## src/sv/deq_pkg.sv

```systemverilog
// ----------------------------------------------------------------------------
// deq_pkg
// Shared types and constants for the double-ended queue: command codes and
// the record that travels from the command unit to the result stage.
// ----------------------------------------------------------------------------
package deq_pkg;

    typedef enum logic [2:0] {
        OP_PUSH_FRONT = 3'd0,
        OP_PUSH_BACK  = 3'd1,
        OP_POP_FRONT  = 3'd2,
        OP_POP_BACK   = 3'd3,
        OP_SIZE       = 3'd4,
        OP_EMPTY      = 3'd5,
        OP_FRONT      = 3'd6,
        OP_BACK       = 3'd7
    } opcode_t;

    localparam int WORD_W = 32;

    // Returned by a pop or peek that finds the queue empty.
    localparam logic [WORD_W-1:0] EMPTY_WORD = '1;

    typedef struct packed {
        logic              from_mem;
        logic [WORD_W-1:0] value;
        logic              was_empty;
        logic              overflow;
    } rsp_info_t;

endpackage

```

## src/sv/deq_rsp.sv

```systemverilog
// ----------------------------------------------------------------------------
// deq_rsp
// Result stage: holds each item in a pending register while the store's read data
// arrives, then moves it into the output register. A stalled pending item keeps its read data.
// ----------------------------------------------------------------------------
module deq_rsp (
    input  logic                         aclk,
    input  logic                         aresetn,
    input  logic                         issue_valid,
    input  deq_pkg::rsp_info_t           issue_info,
    input  logic [deq_pkg::WORD_W-1:0]   ram_rdata,
    output logic                         take_ok,
    output logic                         m_valid,
    input  logic                         m_ready,
    output logic [deq_pkg::WORD_W-1:0]   m_result_value,
    output logic                         m_was_empty,
    output logic                         m_overflow_seen
);

    logic                       pend_valid_reg;
    deq_pkg::rsp_info_t         pend_info_reg;
    logic                       out_valid_reg;
    logic [deq_pkg::WORD_W-1:0] out_value_reg;
    logic                       out_empty_reg;
    logic                       out_ovf_reg;

    logic                       out_free, pend_adv;
    logic [deq_pkg::WORD_W-1:0] pend_value;

    always_comb begin
        out_free   = !out_valid_reg || m_ready;
        pend_adv   = pend_valid_reg && out_free;
        take_ok    = !pend_valid_reg || out_free;
        pend_value = pend_info_reg.from_mem ? ram_rdata : pend_info_reg.value;
    end

    always_ff @(posedge aclk) begin
        if (!aresetn) begin
            pend_valid_reg <= 1'b0;
        end else if (issue_valid) begin
            pend_valid_reg <= 1'b1;
        end else if (pend_adv) begin
            pend_valid_reg <= 1'b0;
        end
    end

    always_ff @(posedge aclk) begin
        if (issue_valid) begin
            pend_info_reg <= issue_info;
        end else if (pend_valid_reg && !out_free) begin
            // Keep the read word locally while the output is held.
            pend_info_reg.value    <= pend_value;
            pend_info_reg.from_mem <= 1'b0;
        end
    end

    always_ff @(posedge aclk) begin
        if (!aresetn) begin
            out_valid_reg <= 1'b0;
        end else if (pend_adv) begin
            out_valid_reg <= 1'b1;
        end else if (m_ready) begin
            out_valid_reg <= 1'b0;
        end
    end

    always_ff @(posedge aclk) begin
        if (pend_adv) begin
            out_value_reg <= pend_value;
            out_empty_reg <= pend_info_reg.was_empty;
            out_ovf_reg   <= pend_info_reg.overflow;
        end
    end

    assign m_valid         = out_valid_reg;
    assign m_result_value  = out_value_reg;
    assign m_was_empty     = out_empty_reg;
    assign m_overflow_seen = out_ovf_reg;

`ifndef SYNTH
    a_no_overrun: assert property (@(posedge aclk) disable iff (!aresetn)
        issue_valid |-> (!pend_valid_reg || out_free))
        else $error("item issued into an occupied result stage");
    a_pend_kept: assert property (@(posedge aclk) disable iff (!aresetn)
        (pend_valid_reg && !out_free) |=> pend_valid_reg)
        else $error("stalled result item was lost");
    a_empty_word: assert property (@(posedge aclk) disable iff (!aresetn)
        (out_valid_reg && out_empty_reg) |-> (out_value_reg == deq_pkg::EMPTY_WORD))
        else $error("empty result without the empty word");
`endif

endmodule

```

## config.mk

```make
export PLATFORM = sky130hd
export DESIGN_NAME = deq_rsp
export DESIGN_NICKNAME = d
export VERILOG_FILES = /design/src/sv/deq_pkg.sv /design/src/sv/deq_rsp.sv
export SDC_FILE = /design/constraint.sdc
export NUM_CORES = 1
export LEC_CHECK = 0
export BUFFER_PORTS_ARGS = -buffer_cell sky130_fd_sc_hd__clkbuf_2
export CAP_MARGIN = 40
export CORE_ASPECT_RATIO = 1.5
export CORE_MARGIN = 1.5
export CORE_UTILIZATION = 45
export DETAILED_ROUTE_END_ITERATION = 10
export HOLD_SLACK_MARGIN = 0.12
export PLACE_DENSITY = 0.73
export RECOVER_POWER = 100
export SLEW_MARGIN = 10
export SYNTH_ARGS = -nofsm -noshare
export SYNTH_HDL_FRONTEND = slang
export SYNTH_SLANG_ARGS = --single-unit
```

## constraint.sdc

```tcl
create_clock -name aclk -period 4.6 [get_ports aclk]
set_clock_uncertainty 0.1 [all_clocks]
set_input_delay 0.46 -clock aclk [delete_from_list [all_inputs] [get_ports aclk]]
set_output_delay 0.46 -clock aclk [all_outputs]
set_load 0.05 [all_outputs]
```

==> impl_metrics.py <==
metrics = {
    "outcome": {
        "status": "complete, but fails checks",
        "violations": "capacitance limit, slew limit",
    },
    "yosys": {
        "synth_area_per_cell_um2": 20.5,
        "yosysSeqAreaShare_pct": 68.4,
        "ys_types": 13,
        "syn_nets": 222,
        "synthCells": 151,
        "ys_seq_elements": 71,
        "yosysWarnings": 0,
        "synth_area_um2": 3090,
    },
    "layout": {
        "syn_to_final_growth_pct": 17.5,
        "largest_reg_flops": 35,
        "layout_common_cells": "clkbuf_2, edfxtp_1, clkbuf_1, mux2_2, mux2_1",
        "drive_gt1_share_pct": 43.1,
        "final_common_cell": "clkbuf_2",
        "fillers": 589,
        "nNetsFinal": 335,
        "antenna_cells": 0,
    },
    "routing": {
        "drc": 0,
        "first_pass_iters": 4,
        "vias": 1724,
        "drt-initial-drc-count": 129,
        "wire_per_inst_um": 16.1,
        "routed_wl_mm": 5.51,
        "vias_per_cell": 5.03,
        "antenna_left": 0,
    },
    "timing": {
        "hold_viol_final": 0,
        "finalSetupViolCount": 0,
        "slew_headroom_pct": -30.2,
        "rsz0062_at_grt": "false",
        "tightest_slew_ns": 1.95,
        "period_needed_ns": 2.90,
        "max_clock_freq_mhz": 344,
        "fin_hold_ws_ns": 0.196,
        "post-route-period-util_pct": 63.1,
        "final.setup.tns_ns": 0,
        "maxSlewViolCount": 38,
    },
    "clocking": {
        "numCtsBuffers": 9,
        "worstSkewPairLatency_ns": 0.34,
        "clock-sinks": 71,
        "htree_levels": 3,
        "cts_buffer_depth": 2,
        "path_clk_slew_ns": 0.07,
        "cts_tree": "yes",
        "postCtsResizedCells": 0,
        "post-cts-setup-buffer-count": 0,
        "cts-root-buf": "clkbuf_8",
        "cts_hold_buffers": 0,
    },
    "place": {
        "gpl.final_weighted_congestion": 0.733,
        "port_buffers": 106,
        "dp_hpwl_mm": 4.08,
    },
    "floorplanning": {
        "start_util_pct": 47.0,
        "core_um2": 6580,
        "die_y_um": 104,
        "die-area_um2": 7380,
        "rows": 36,
        "io_pins": 107,
        "dieWidth_um": 70.7,
    },
    "global_route": {
        "grt_max_degree": 38,
        "antenna_found_initial": 0,
        "grt_pass1_wl_mm": 8.52,
        "grt_pass1_vias": 1774,
        "grt_overflow": 0,
        "grtUsageTotal_pct": 15.6,
    },
    "power_and_ir_drop": {
        "p_leak_nw": 1.37,
        "powerDensity_nw_per_um2": 377,
        "ir_worst_vdd_v": 0.000182,
    },
    "setup_path": {
        "cp-end-kind": "flop",
        "crit_arrival_ns": 2.77,
        "crit_fanout": 37,
        "crit_type": "input pin to flop",
        "required_ns": 4.47,
        "startpoint_type": "input pin",
    },
    "flow_run": {
        "maxCapViolCount": 1,
    },
    "hold_path": {
        "hold_class": "input pin to flop",
    },
}
## cell type report
| cell class | count | area (um^2) | area share (%) |
|---|---|---|---|
| flip-flops and latches | 71 | 2110 | 58.2 |
| clock inverters | 3 | 12.5 | 0.345 |
| inverters | 1 | 3.75 | 0.103 |
| clock buffers | 11 | 131 | 3.62 |
| well taps | 76 | 95.1 | 2.62 |
| multi-input cells | 71 | 773 | 21.3 |
| repair buffers | 110 | 500 | 13.8 |
## through the flow
stage	setup slack (ns)	utilization (%)	instances	total power (W)	instance area (um^2)
final	1.70	55.2	343	0.00137	3630
after global routing	1.45	55.2	343	0.00143	3630
after detailed placement	2.17	55.7	327	0.00102	3670
after global placement	2.20	55.3	326	0.00102	3640
after CTS	2.17	57.9	341	0.00142	3810
after floorplan	1.85	-	151	0.000962	3090
## critical path: stages
cell,delay [ns]
clkbuf_2,0.07
clkbuf_1,1.39
or2_2,0.81
## final timing paths
kind	from	end	slack, ns	depth (start not counted)
min reg2reg	pend_info_reg[1]	m_was_empty	0.32	0
max	issue_valid	pend_info_reg[18]	1.70	3
min	issue_info[0]	pend_info_reg[0]	0.20	1
max reg2reg	pend_info_reg[34]	pend_info_reg[27]	1.75	4
## synthesized netlist by cell type
library cell | number | area share (%)
mux2_4 | 30 | 15
edfxtp_1 | 69 | 67
buf_2 | 4 | 0.65
o21a_1 | 2 | 0.49
inv_1 | 1 | 0.12
and2_1 | 1 | 0.20
or2_2 | 1 | 0.20
dfxtp_1 | 2 | 1.3
nor2b_1 | 2 | 0.40
buf_6 | 1 | 0.36
buf_12 | 3 | 1.9
and3b_1 | 1 | 0.28
mux2_2 | 34 | 12
## cell families (layout without fill, tap and decap cells)
group                  after synthesis  count (layout)  synth area share (%)
DFF                                 71              71                  68.4
muxes                               64              64                  27.0
buffers and inverters                9             125                  3.08
and+or+nand+nor                      5               5                  1.09
AOI/OAI and AO/OA                    2               2                 0.486
## routing by layer
metal	vias to the layer above	global-route usage (%)	wire [um]
met5	-	0	0
met4	0	10.8	242
met3	18	4.26	348
met2	73	25.6	2880
met1	822	17.3	2040
li1	811	-	-
## where the power goes
part / total (W) / switching, W / leakage, nW / internal (W)
Sequential: 0.000780 / 0.0000107 / 0.678 / 0.000769
Clock: 0.000392 / 0.000207 / 0.0741 / 0.000185
Combinational: 0.000195 / 0.000121 / 0.619 / 0.0000740
Total: 0.00137 / 0.000339 / 1.37 / 0.00103
Power figures use the tool's default switching activity.
