**src/sv/deq_pkg.sv**
```systemverilog
// ----------------------------------------------------------------------------
// deq_pkg
// Shared types and constants for the double-ended queue: command codes and
// the record that travels from the command unit to the result stage.
// ----------------------------------------------------------------------------
package deq_pkg;

    typedef enum logic [2:0] {
        OP_PUSH_FRONT = 3'd0,
        OP_PUSH_BACK  = 3'd1,
        OP_POP_FRONT  = 3'd2,
        OP_POP_BACK   = 3'd3,
        OP_SIZE       = 3'd4,
        OP_EMPTY      = 3'd5,
        OP_FRONT      = 3'd6,
        OP_BACK       = 3'd7
    } opcode_t;

    localparam int WORD_W = 32;

    // Returned by a pop or peek that finds the queue empty.
    localparam logic [WORD_W-1:0] EMPTY_WORD = '1;

    typedef struct packed {
        logic              from_mem;
        logic [WORD_W-1:0] value;
        logic              was_empty;
        logic              overflow;
    } rsp_info_t;

endpackage

```
**src/sv/deq_cmd.sv**
```systemverilog
// ----------------------------------------------------------------------------
// deq_cmd
// Command unit: holds the head pointer, count and overflow flag, and issues at
// most one store access per accepted item (a write for a push into a non-full
// queue, a read for a pop or peek of a non-empty queue).
// ----------------------------------------------------------------------------
module deq_cmd #(
    parameter int DEPTH = 1024
) (
    input  logic                         aclk,
    input  logic                         aresetn,
    input  logic                         accept,
    input  logic [2:0]                   opcode,
    input  logic [deq_pkg::WORD_W-1:0]   push_value,
    output logic                         ram_en,
    output logic                         ram_we,
    output logic [$clog2(DEPTH)-1:0]     ram_addr,
    output logic [deq_pkg::WORD_W-1:0]   ram_wdata,
    output logic                         issue_valid,
    output deq_pkg::rsp_info_t           issue_info
);

    localparam int AW = $clog2(DEPTH);
    localparam int CW = $clog2(DEPTH + 1);
    localparam int SW = AW + 1;

    logic [AW-1:0] head_reg, head_next;
    logic [CW-1:0] count_reg, count_next;
    logic          ovf_reg, ovf_next;

    logic          is_empty, is_full;
    logic [AW-1:0] head_dec, head_inc;
    logic [SW-1:0] push_sum, back_sum, push_wrap, back_wrap;
    logic [AW-1:0] push_idx, back_idx;

    always_ff @(posedge aclk) begin
        if (!aresetn) begin
            head_reg  <= '0;
            count_reg <= '0;
            ovf_reg   <= 1'b0;
        end else begin
            head_reg  <= head_next;
            count_reg <= count_next;
            ovf_reg   <= ovf_next;
        end
    end

    always_comb begin
        is_empty = (count_reg == '0);
        is_full  = (count_reg == CW'(DEPTH));
        head_dec = (head_reg == '0) ? AW'(DEPTH - 1) : head_reg - AW'(1);
        head_inc = (head_reg == AW'(DEPTH - 1)) ? '0 : head_reg + AW'(1);
        // Both sums stay below twice the depth, so one conditional subtract wraps them.
        push_sum  = SW'(head_reg) + SW'(count_reg);
        back_sum  = push_sum - SW'(1);
        push_wrap = (push_sum >= SW'(DEPTH)) ? push_sum - SW'(DEPTH) : push_sum;
        back_wrap = (back_sum >= SW'(DEPTH)) ? back_sum - SW'(DEPTH) : back_sum;
        push_idx  = push_wrap[AW-1:0];
        back_idx  = back_wrap[AW-1:0];
    end

    always_comb begin
        head_next   = head_reg;
        count_next  = count_reg;
        ovf_next    = ovf_reg;
        ram_en      = 1'b0;
        ram_we      = 1'b0;
        ram_addr    = head_reg;
        ram_wdata   = push_value;
        issue_valid = 1'b0;
        issue_info.from_mem  = 1'b0;
        issue_info.value     = deq_pkg::EMPTY_WORD;
        issue_info.was_empty = 1'b0;
        issue_info.overflow  = ovf_reg;

        if (accept) begin
            case (deq_pkg::opcode_t'(opcode))
                deq_pkg::OP_PUSH_FRONT: begin
                    if (is_full) begin
                        ovf_next = 1'b1;
                    end else begin
                        ram_en     = 1'b1;
                        ram_we     = 1'b1;
                        ram_addr   = head_dec;
                        head_next  = head_dec;
                        count_next = count_reg + CW'(1);
                    end
                end
                deq_pkg::OP_PUSH_BACK: begin
                    if (is_full) begin
                        ovf_next = 1'b1;
                    end else begin
                        ram_en     = 1'b1;
                        ram_we     = 1'b1;
                        ram_addr   = push_idx;
                        count_next = count_reg + CW'(1);
                    end
                end
                deq_pkg::OP_POP_FRONT, deq_pkg::OP_FRONT: begin
                    issue_valid          = 1'b1;
                    issue_info.from_mem  = !is_empty;
                    issue_info.was_empty = is_empty;
                    ram_en   = !is_empty;
                    ram_addr = head_reg;
                    if (!is_empty && opcode == deq_pkg::OP_POP_FRONT) begin
                        head_next  = head_inc;
                        count_next = count_reg - CW'(1);
                    end
                end
                deq_pkg::OP_POP_BACK, deq_pkg::OP_BACK: begin
                    issue_valid          = 1'b1;
                    issue_info.from_mem  = !is_empty;
                    issue_info.was_empty = is_empty;
                    ram_en   = !is_empty;
                    ram_addr = back_idx;
                    if (!is_empty && opcode == deq_pkg::OP_POP_BACK) begin
                        count_next = count_reg - CW'(1);
                    end
                end
                deq_pkg::OP_SIZE: begin
                    issue_valid      = 1'b1;
                    issue_info.value = deq_pkg::WORD_W'(count_reg);
                end
                deq_pkg::OP_EMPTY: begin
                    issue_valid      = 1'b1;
                    issue_info.value = deq_pkg::WORD_W'(is_empty);
                end
                default: begin
                    issue_valid = 1'b0;
                end
            endcase
        end
    end

`ifndef SYNTH
    a_count_range: assert property (@(posedge aclk) disable iff (!aresetn)
        count_reg <= CW'(DEPTH))
        else $error("entry count exceeds depth");
`endif

endmodule

```
**config.mk**
```make
export PLATFORM = sky130hd
export DESIGN_NAME = deq_cmd
export DESIGN_NICKNAME = d
export VERILOG_FILES = /design/src/sv/deq_pkg.sv /design/src/sv/deq_cmd.sv
export SDC_FILE = /design/constraint.sdc
export NUM_CORES = 1
export LEC_CHECK = 0
export ABC_AREA = 1
export BUFFER_PORTS_ARGS = -buffer_cell sky130_fd_sc_hd__buf_4
export CAP_MARGIN = 0
export CELL_PAD_IN_SITES_DETAIL_PLACEMENT = 1
export CELL_PAD_IN_SITES_GLOBAL_PLACEMENT = 1
export CORE_MARGIN = 3
export CORE_UTILIZATION = 36
export CTS_BUF_LIST = sky130_fd_sc_hd__clkbuf_8
export DETAILED_ROUTE_END_ITERATION = 8
export PLACE_DENSITY_LB_ADDON = 0.1
export SLEW_MARGIN = 20
export SYNTH_ARGS = -nofsm -noshare
export SYNTH_HDL_FRONTEND = slang
export SYNTH_SLANG_ARGS = --single-unit
```
**constraint.sdc**
```tcl
create_clock -name aclk -period 2.95 [get_ports aclk]
set_input_delay 0.4425 -clock aclk [delete_from_list [all_inputs] [get_ports aclk]]
set_output_delay 0.4425 -clock aclk [all_outputs]
set_load 0.02 [all_outputs]
```
==> run_results.csv <==
group,metric,value,unit
place,placedInstanceArea,3830,sq um
clock_tree,clock-sinks,22,
drt,avgViaCountPerCell,5.31,
min_path,hold_depth,1,
global_route,grt_max_degree,29,
sta,finalCriticalPeriod,2.87,ns
layout,syn2layout_area_growth,7.46,%
status,outcome,"completed",
power_and_ir_drop,total_power,1.42,mW
drt,drc,0,
die,chipHeight,107,um
yosys,syn-cell-area,3690,sq um
clock_tree,clock-root-buffer,"clkbuf_8",
layout,largest_reg_flops,11,
sta,tns,0,ns
clock_tree,clkLatencyLatePin,0.27,ns
setup_path,worstReg2RegEnd,"count_reg[3]",
global_route,overflow,0,
sta,finalMaxSlewViolations,0,
layout,n_antenna_cell,0,
place,port-buffer-count,53,
setup_path,timing.rr.start,"count_reg[0]",
layout,utilization,40.2,%
setup_path,slowest_delay,0.53,ns
layout,final_common_cell,"nand2_1",
setup_path,crit_required,2.51,ns
clock_tree,path_clk_slew,0.10,ns
global_route,grtUsageTotal,22.0,%
clock_tree,numCtsBuffers,3,
setup_path,crit_chain,"ha_4 -> fa_2 -> inv_2 -> ha_2 -> or2_2 -> a31oi_1 -> o211ai_1 -> o21ai_1 -> inv_1 -> buf_4",
global_route,grt_pass1_vias,4023,
die,io_pins,118,
sta,fin_hold_ws,0.498,ns
setup_path,rrSetupSlack,0.74,ns
sta,finalCritPeriodShare,97.2,%
drt,via_count,3963,
yosys,yosysUniqueCellTypes,40,
sta,worst_slew_pin_slew,0.540,ns
place,dp_hpwl,10.4,mm
layout,layout_common_cells,"nand2_1 (113), nor2_1 (68), buf_4 (67), inv_1 (63), o21ai_0 (49)",
drt,drt_wl_total,12.7,mm
layout,final_area,3960,sq um
die,num_rows,36,
sta,max_freq,0.349,GHz
power_and_ir_drop,p_leak,1.93,nW
layout,finalNonFillerCells,747,
drt,drt_pass1_iterations,4,
yosys,synth_edf_count,0,
place,dp_cells,742,
sta,finalSetupViolCount,0,
layout,drive_gt1_share,22.5,%
yosys,ys.flop_type,"dfxtp_1",
sta,fin_skew,0.00597,ns
power_and_ir_drop,power_density,359,nW/um^2
min_path,hold_start,"ovf_reg",
yosys,synth_nets,675,
sta,relSlewSlack,64.0,%
die,core,9860,sq um
yosys,seq_area_frac_synth,11.9,%
clock_tree,clock_path_buffers,2,
setup_path,worst-setup-path-type,"register to output port",
drt,first_iter_violations,186,
setup_path,start_kind,"register",
yosys,ys_ff_latch,22,
power_and_ir_drop,vdd_drop_max,0.166,mV
setup_path,rr_worst_depth,10,
flow_run,drv_cap,0,
die,start_util,37.4,%
yosys,synth_cells,614,
global_route,antenna_found_initial,0,
setup_path,critical_path.max_fanout,4,
min_path,min_to,"ovf_reg",
clock_tree,cts_hold_buf,0,
global_route,grt_pass1_wl,20.6,mm
yosys,synthArstFlopShare,0,%
die,die_x,107,um
yosys,postSynthAreaPerCell,6.01,sq um
min_path,hold_path.class,"register to register",
sta,hold_viol_final,0,
clock_tree,ctsHtreeMaxLevel,1,
drt,postRouteAntennaNets,0,
setup_path,crit_arrival,2.43,ns
drt,wl_per_cell,17.0,um
setup_path,cp_slowest_cell,"fa_2",
sta,postLayoutSetupSlackWorst,0.0813,ns
place,place_ws,0.218,ns
setup_path,critPathCaptureType,"output port",
place,gp_congestion,0.865,
sta,grt_setup_unrepaired,"yes",
clock_tree,cts_tree,"built",
yosys,yosys_warnings,0,
die,die-area,11500,sq um
layout,nets,676,
-- power breakdown --
part | internal [mW] | leakage, nW | switching [mW]
clock network | 0.119 | 0.0288 | 0.119
logic | 0.290 | 1.71 | 0.539
registers | 0.321 | 0.183 | 0.0352
total | 0.731 | 1.93 | 0.693
-- kinds of logic after synthesis --
family / Yosys count / synth area share [%]
and+or+nand+nor: 287 / 36.4
buffers and inverters: 148 / 22.0
AOI/OAI and AO/OA: 118 / 17.6
adders and majority gates: 23 / 8.21
DFF: 22 / 11.9
xor gates and xnor gates: 16 / 3.80
-- what timing repair did --
item / CTS / global route
gates resized for setup: 1 / 26
endpoints found under the setup margin: 3 / 10
setup buffers: 1 / 0
cloned: 0 / 0
-- layer usage --
layer,vias up,wire length (um),GRT usage [%]
li1,1965,-,-
met1,1879,6270,31.4
met2,92,5770,37.0
met3,27,544,1.81
met4,0,126,3.11
met5,-,0,0
-- worst max path at each step --
stage | from | endpoint | slack (ns) | depth (start not counted)
CTS | count_reg[0] | ram_addr[7] | 0.01 | 14
detailed placement | count_reg[0] | ram_addr[7] | 0.22 | 14
global route | head_reg[0] | ram_addr[9] | -0.07 | 13
global placement | head_reg[0] | ram_addr[2] | 0.31 | 10
finish | head_reg[0] | ram_addr[2] | 0.08 | 10
floorplan | count_reg[0] | ram_addr[8] | 0.34 | 10
-- cell usage after synthesis (3+ instances only) --
cell type,number,area [sq um]
nand3_2,5,50.1
clkbuf_1,4,15.0
nor2_1,71,267
buf_4,58,435
nand4_2,3,37.5
nor2_4,3,33.8
o21ai_1,5,25.0
dfxtp_1,22,440
ha_1,21,263
a31oi_1,4,25.0
a21oi_1,46,230
o211ai_1,6,45.0
nor3_1,9,45.0
buf_2,4,20.0
xor2_1,12,105
nor3_2,3,30.0
inv_2,12,45.0
nand3_1,49,245
xnor2_1,4,35.0
nand4_1,14,87.6
nor2_2,3,18.8
nand2_2,8,50.1
nand2_1,113,424
inv_1,65,244
o21ai_0,49,245
buf_6,4,45.0
-- worst max-delay path, delay by kind of cell (launching register included) --
kind / cells / cell delay [ns]
buf+inv: 3 / 0.27
flops: 1 / 0.34
fa+ha+maj: 3 / 0.90
simple gates: 1 / 0.29
compound gates: 3 / 0.35
-- layout make-up --
type / count / area [sq um]
inverters: 77 / 295
well taps: 133 / 166
flip-flops and latches: 22 / 450
repair buffers: 67 / 503
multi-input cells: 444 / 2490
clock buffers: 4 / 55.1
fillers: 1364 / 5900
Note: power is estimated with default switching activity, not from simulation.
